File: src/design/lmkc_pkg.sv
`timescale 1ns / 1ps
package lmkc_pkg;

   localparam int SetupRounds = 12;
   localparam int CntWidth    = 4;
   localparam int CsrIdxWidth = 3;

   typedef enum logic {
      OP_RESTART = 1'b0,
      OP_ENCRYPT = 1'b1
   } lmkc_op_type;

   typedef enum logic [CsrIdxWidth-1:0] {
      CSR_KEY0 = 3'd0,
      CSR_KEY1 = 3'd1,
      CSR_KEY2 = 3'd2,
      CSR_KEY3 = 3'd3,
      CSR_IV0  = 3'd4,
      CSR_IV1  = 3'd5
   } lmkc_csr_idx_type;

   typedef struct packed {
      logic [127:0] hi;
      logic [127:0] lo;
      logic [127:0] nf;
      logic [127:0] s0;
      logic [127:0] s1;
      logic [127:0] s2;
   } lmkc_state_type;

   localparam logic [7:0] SBOX [256] = '{
      8'h63,8'h7c,8'h77,8'h7b,8'hf2,8'h6b,8'h6f,8'hc5,8'h30,8'h01,8'h67,8'h2b,8'hfe,8'hd7,8'hab,8'h76,
      8'hca,8'h82,8'hc9,8'h7d,8'hfa,8'h59,8'h47,8'hf0,8'had,8'hd4,8'ha2,8'haf,8'h9c,8'ha4,8'h72,8'hc0,
      8'hb7,8'hfd,8'h93,8'h26,8'h36,8'h3f,8'hf7,8'hcc,8'h34,8'ha5,8'he5,8'hf1,8'h71,8'hd8,8'h31,8'h15,
      8'h04,8'hc7,8'h23,8'hc3,8'h18,8'h96,8'h05,8'h9a,8'h07,8'h12,8'h80,8'he2,8'heb,8'h27,8'hb2,8'h75,
      8'h09,8'h83,8'h2c,8'h1a,8'h1b,8'h6e,8'h5a,8'ha0,8'h52,8'h3b,8'hd6,8'hb3,8'h29,8'he3,8'h2f,8'h84,
      8'h53,8'hd1,8'h00,8'hed,8'h20,8'hfc,8'hb1,8'h5b,8'h6a,8'hcb,8'hbe,8'h39,8'h4a,8'h4c,8'h58,8'hcf,
      8'hd0,8'hef,8'haa,8'hfb,8'h43,8'h4d,8'h33,8'h85,8'h45,8'hf9,8'h02,8'h7f,8'h50,8'h3c,8'h9f,8'ha8,
      8'h51,8'ha3,8'h40,8'h8f,8'h92,8'h9d,8'h38,8'hf5,8'hbc,8'hb6,8'hda,8'h21,8'h10,8'hff,8'hf3,8'hd2,
      8'hcd,8'h0c,8'h13,8'hec,8'h5f,8'h97,8'h44,8'h17,8'hc4,8'ha7,8'h7e,8'h3d,8'h64,8'h5d,8'h19,8'h73,
      8'h60,8'h81,8'h4f,8'hdc,8'h22,8'h2a,8'h90,8'h88,8'h46,8'hee,8'hb8,8'h14,8'hde,8'h5e,8'h0b,8'hdb,
      8'he0,8'h32,8'h3a,8'h0a,8'h49,8'h06,8'h24,8'h5c,8'hc2,8'hd3,8'hac,8'h62,8'h91,8'h95,8'he4,8'h79,
      8'he7,8'hc8,8'h37,8'h6d,8'h8d,8'hd5,8'h4e,8'ha9,8'h6c,8'h56,8'hf4,8'hea,8'h65,8'h7a,8'hae,8'h08,
      8'hba,8'h78,8'h25,8'h2e,8'h1c,8'ha6,8'hb4,8'hc6,8'he8,8'hdd,8'h74,8'h1f,8'h4b,8'hbd,8'h8b,8'h8a,
      8'h70,8'h3e,8'hb5,8'h66,8'h48,8'h03,8'hf6,8'h0e,8'h61,8'h35,8'h57,8'hb9,8'h86,8'hc1,8'h1d,8'h9e,
      8'he1,8'hf8,8'h98,8'h11,8'h69,8'hd9,8'h8e,8'h94,8'h9b,8'h1e,8'h87,8'he9,8'hce,8'h55,8'h28,8'hdf,
      8'h8c,8'ha1,8'h89,8'h0d,8'hbf,8'he6,8'h42,8'h68,8'h41,8'h99,8'h2d,8'h0f,8'hb0,8'h54,8'hbb,8'h16
   };

   localparam logic [15:0] LANE_C [8] = '{
      16'h35c9, 16'h952b, 16'hd4b1, 16'h4ab5, 16'ha291, 16'h7eed, 16'ha31b, 16'h7ca1
   };

   localparam logic [3:0] SIGMA [16] = '{
      4'd2, 4'd3, 4'd4, 4'd5, 4'd14, 4'd15, 4'd8, 4'd9,
      4'd12, 4'd13, 4'd6, 4'd7, 4'd0, 4'd1, 4'd10, 4'd11
   };

   function automatic logic [7:0] xt(input logic [7:0] x);
      return {x[6:0], 1'b0} ^ (x[7] ? 8'h1b : 8'h00);
   endfunction

   // One AES round: SubBytes, ShiftRows, MixColumns, then the round key.
   function automatic logic [127:0] aes_round(input logic [127:0] s, input logic [127:0] k);
      logic [7:0]   t [16];
      logic [7:0]   a0, a1, a2, a3, all;
      logic [127:0] o;
      for (int c = 0; c < 4; c++) begin
         for (int r = 0; r < 4; r++) begin
            t[r + 4*c] = SBOX[s[8*(r + 4*((c + r) & 3)) +: 8]];
         end
      end
      for (int c = 0; c < 4; c++) begin
         a0  = t[4*c];
         a1  = t[4*c + 1];
         a2  = t[4*c + 2];
         a3  = t[4*c + 3];
         all = a0 ^ a1 ^ a2 ^ a3;
         o[8*(4*c)     +: 8] = a0 ^ all ^ xt(a0 ^ a1) ^ k[8*(4*c)     +: 8];
         o[8*(4*c + 1) +: 8] = a1 ^ all ^ xt(a1 ^ a2) ^ k[8*(4*c + 1) +: 8];
         o[8*(4*c + 2) +: 8] = a2 ^ all ^ xt(a2 ^ a3) ^ k[8*(4*c + 2) +: 8];
         o[8*(4*c + 3) +: 8] = a3 ^ all ^ xt(a3 ^ a0) ^ k[8*(4*c + 3) +: 8];
      end
      return o;
   endfunction

endpackage

File: src/design/lmkc_if.sv


interface lmkc_csr_if;
   logic        valid;
   logic        ready;
   logic [2:0]  index;
   logic [63:0] data;
   modport source (output valid, index, data, input ready);
   modport sink (input valid, index, data, output ready);
endinterface

File: src/design/lmkc_csr.sv
`timescale 1ns / 1ps
module lmkc_csr
   import lmkc_pkg::*;
(
   input  logic         clock,
   input  logic         reset,
   lmkc_csr_if.sink     csr_if,
   output logic [255:0] key,
   output logic [127:0] iv
);

   logic [63:0] key_ff [4];
   logic [63:0] iv_ff  [2];
   logic        wr;

   assign csr_if.ready = 1'b1;
   assign wr           = csr_if.valid;
   assign key          = {key_ff[3], key_ff[2], key_ff[1], key_ff[0]};
   assign iv           = {iv_ff[1], iv_ff[0]};

   always_ff @(posedge clock) begin
      if (reset) begin
         key_ff <= '{default: '0};
         iv_ff  <= '{default: '0};
      end else if (wr) begin
         unique case (lmkc_csr_idx_type'(csr_if.index))
            CSR_KEY0: key_ff[0] <= csr_if.data;
            CSR_KEY1: key_ff[1] <= csr_if.data;
            CSR_KEY2: key_ff[2] <= csr_if.data;
            CSR_KEY3: key_ff[3] <= csr_if.data;
            CSR_IV0:  iv_ff[0]  <= csr_if.data;
            CSR_IV1:  iv_ff[1]  <= csr_if.data;
            default: ;
         endcase
      end
   end

endmodule

File: src/flat_wrapper.sv
// flat-port wrapper written by rule: the top's interface ports become plain ports
module lmkc_csr_flat import lmkc_pkg::*;
  (clock, reset, key, iv, csr_if_valid, csr_if_index, csr_if_data, csr_if_ready);
  lmkc_csr_if csr_if_i ();
  input  logic clock;
  input  logic reset;
  output logic [255:0] key;
  output logic [127:0] iv;
  input wire logic [$bits(csr_if_i.valid)-1:0] csr_if_valid;
  input wire logic [$bits(csr_if_i.index)-1:0] csr_if_index;
  input wire logic [$bits(csr_if_i.data)-1:0] csr_if_data;
  output wire logic [$bits(csr_if_i.ready)-1:0] csr_if_ready;
  assign csr_if_i.valid = csr_if_valid;
  assign csr_if_i.index = csr_if_index;
  assign csr_if_i.data = csr_if_data;
  assign csr_if_ready = csr_if_i.ready;
  lmkc_csr u_core (.clock(clock), .reset(reset), .csr_if(csr_if_i), .key(key), .iv(iv));
endmodule
File: config.mk
export PLATFORM = sky130hd
export DESIGN_NAME = lmkc_csr_flat
export DESIGN_NICKNAME = d
export VERILOG_FILES = /design/src/design/lmkc_pkg.sv /design/src/design/lmkc_if.sv /design/src/design/lmkc_csr.sv /design/src/flat_wrapper.sv
export SDC_FILE = /design/constraint.sdc
export NUM_CORES = 1
export LEC_CHECK = 0
export BUFFER_PORTS_ARGS = -buffer_cell sky130_fd_sc_hd__buf_2
export CAP_MARGIN = 25
export CORE_MARGIN = 2
export CORE_UTILIZATION = 46
export CTS_CLUSTER_SIZE = 14
export DETAILED_ROUTE_END_ITERATION = 6
export GPL_ROUTABILITY_DRIVEN = 0
export GPL_TIMING_DRIVEN = 0
export HOLD_SLACK_MARGIN = 0.1
export PLACE_DENSITY_LB_ADDON = 0.08
export SETUP_SLACK_MARGIN = 0.05
export SYNTH_ARGS = -nofsm -noshare
export SYNTH_HDL_FRONTEND = slang
export SYNTH_SLANG_ARGS = --single-unit
File: constraint.sdc
create_clock -name clock -period 1.1 [get_ports clock]
set_input_delay 0.11 -clock clock [delete_from_list [all_inputs] [get_ports clock]]
set_output_delay 0.11 -clock clock [all_outputs]
set_load 0.02 [all_outputs]
==> flow_metrics.tcl <==
set metrics [dict create \
    die_w_um 184 \
    path_max_fanout 2 \
    dieArea_mm2 0.0337 \
    drv_slew 0 \
    hold_violations 0 \
    power_density_mw_per_mm2 1310 \
    cp_slowest_stage_delay_ns 0.38 \
    cp-end-kind "primary output" \
    final.setup_skew_ns 0 \
    top_usage_layer "met2" \
    path_cells "buf_6" \
    insertion_delay_ns 0.51 \
    placed_area_mm2 0.0176 \
    min_path_cells 4 \
    numCtsBuffers 41 \
    fmax_ghz 0.878 \
    design.core.area_mm2 0.0316 \
    routedWlPerCell_um 20.2 \
    path_delay_family "flip-flops" \
    reg2reg_from "u_core.key[99]" \
    grt_pass1_vias 12500 \
    cts.sinks 384 \
    syn2layout_area_growth_pct 61.5 \
    nets 2146 \
    crit_required_ns 0.99 \
    run_status "finished, violations left" \
    syn-cell-area_mm2 0.0149 \
    drtPass1Iterations 4 \
    yosysWarnings 0 \
    drc 0 \
    synth_seq_cells 384 \
    worst_slack_ns -0.0389 \
    worst-endpoint-arrival_ns 1.03 \
    antenna_found_initial 1 \
    violations "setup timing" \
    synth_cell_types 14 \
    die_h_um 184 \
    layout-drive-gt1-share 0.551 \
    start_util 0.469 \
    grt_pass1_wl_mm 73.2 \
    grt_usage 0.282 \
    n_fill_cell 2091 \
    cts-htree-levels 2 \
    grt_max_degree 20 \
    ios 455 \
    min_path_type "primary input to flip-flop" \
    grt_util_met2 0.485 \
    finalCritPeriodShare 1.04 \
    crit_type "flip-flop to primary output" \
    rows 65 \
    worstMarginPinSlew_ns 0.520 \
    wirelength_mm 50.6 \
    drt_iter0_drc 504 \
    cts_buffer_depth 3 \
    avgSynthCellArea_um2 11.3 \
    worst_ir_drop_vdd_mv 1.09 \
    combPwrFrac 0.102 \
    overflow 0 \
    vias_per_cell 4.94 \
    slowest_stage "dfxtp_4" \
    power_switching_mw 7.38 \
    p_leak_nw 12.0 \
    final-seq-area_mm2 0.00817 \
    synth_fp_nets 1390 \
    vias 12400 \
    place_ws_ns -0.776 \
    ff2ff_path_depth 3 \
    clockRootBuffer "clkbuf_16" \
    seq_area_frac_synth 0.518 \
    syn_inst 1320 \
    p_int_mw 24.1 \
    ff2ff_setup_slack_ns 0.24 \
    r2r-end "u_core.key[99]" \
    setup_viol 7 \
    dp_hpwl_mm 33.0 \
    worst-path-buf-inv 1 \
    cts.clk_slew.worst_paths_ns 0.06 \
    maxCapViolCount 0 \
    portBuffers 452 \
    antenna_left 0 \
    slew_headroom 0.653 \
    switching_share 0.235 \
    multiInputGateArea_mm2 0.00675 \
    fin_area_mm2 0.0240 \
    whs_endpoint "u_core.key[51]" \
    worstHoldStart "csr_if_index[2]" \
    start_kind "flip-flop" \
    rsz0062_at_grt "true" \
    finalCriticalPeriod_ns 1.14 \
    globalRouteMet3Util 0.0773 \
    p_clk_frac 0.437 \
    use_met1 0.328 \
    cts_tree "yes" \
    p_seq_frac 0.461 \
]
==> registers in the layout (all words and copies together), names as in the netlist <==
signal and flops:
u_core.key 256, u_core.iv 128
==> cells in the final DEF, fill, tap and decap left out, types with 2 or more instances in the layout <==
master | Yosys | layout
nand2b_1 | 448 | 441
nand4b_1 | 2 | 2
clkbuf_1 | 50 | 45
bufinv_16 | 0 | 3
buf_6 | 1 | 385
clkinv_2 | 0 | 9
clkbuf_16 | 0 | 41
clkbuf_8 | 0 | 10
dfxtp_2 | 0 | 382
mux2i_1 | 384 | 384
dfxtp_4 | 0 | 2
clkbuf_2 | 1 | 10
nand4bb_1 | 3 | 3
nand2b_2 | 0 | 7
buf_2 | 37 | 105
buf_4 | 6 | 204
dlygate4sd3_1 | 0 | 64
==> through the flow <==
| stage | TNS, ns | hold slack, ns | total power, mW | std cells | utilization |
|---|---|---|---|---|---|
| floorplan | -0.350 | 0.368 | 16.1 | 1320 | - |
| global placement | -221.12 | 0.454 | 17.0 | 2174 | 0.557 |
| detailed placement | -231.76 | 0.458 | 17.1 | 2174 | 0.557 |
| CTS | -0.690 | 0.110 | 31.4 | 2379 | 0.727 |
| global route | -2.92 | 0.162 | 32.4 | 2506 | 0.758 |
| finish | -0.0733 | 0.143 | 31.4 | 2506 | 0.758 |
==> routing by layer <==
metal  share of wire  wire length [µm]  vias to the layer above
met4           0.046              2320                        0
li1                -                 -                     5856
met5               0                 0                        -
met3           0.073              3680                      113
met1            0.40             20100                     5996
met2            0.48             24500                      408
==> final cells by class <==
class / count / share of cell area
Buffer: 94 / 0.0186
Multi-Input combinational cell: 841 / 0.281
Tap cell: 402 / 0.0210
Sequential cell: 384 / 0.341
Timing Repair Buffer: 714 / 0.283
Clock buffer: 58 / 0.0496
Antenna cell: 1 / 0.000104
Clock inverter: 12 / 0.00563
==> worst max-delay path by stage <==
stage,start,to,slack [ns],cells after the start
floorplan,csr_if_index[0],u_core.key[53],-0.04,4
global placement,reset,u_core.iv[98],-0.75,5
detailed placement,reset,u_core.iv[100],-0.78,5
CTS,u_core.key[158],key[158],-0.05,1
global route,u_core.key[158],key[158],-0.05,1
finish,u_core.key[158],key[158],-0.04,1
==> power by group through the flow <==
stage,combinational [mW],clock (mW),sequential (mW)
6_report,3.20,13.7,14.5
4_1_cts,3.01,13.9,14.5
2_1_floorplan,1.08,0,15.0
3_5_place_dp,2.40,0,14.7
5_1_grt,3.36,14.5,14.5
3_3_place_gp,2.38,0,14.7
==> cell families after synthesis <==
logic type,count (synthesis),share of synthesized area
simple gates,456,0.194
mux,384,0.259
flops,384,0.518
buf+inv,95,0.0292
other cells,1,0.000252
==> what timing repair did <==
item	4_1_cts	5_1_grt
buffers inserted	75	123
gates resized for setup	1161	15
endpoints found under the setup margin	727	487
pin swaps	0	0
hold endpoints to repair	350	18
hold buffers	61	3
==> cells in the mapped netlist <==
cell type  count  area, µm²
mux2i_1      384       3840
nand2b_1     448       2800
nand4bb_1      3       33.8
and4b_1        1       10.0
clkbuf_2       1       5.00
nand4b_1       2       17.5
dfxtp_1      384       7690
buf_4          6       45.0
nor4b_1        1       8.76
clkbuf_1      50        188
or4b_1         1       10.0
conb_1         1       3.75
buf_2         37        185
buf_6          1       11.3
(Power assumes the default switching activity.)
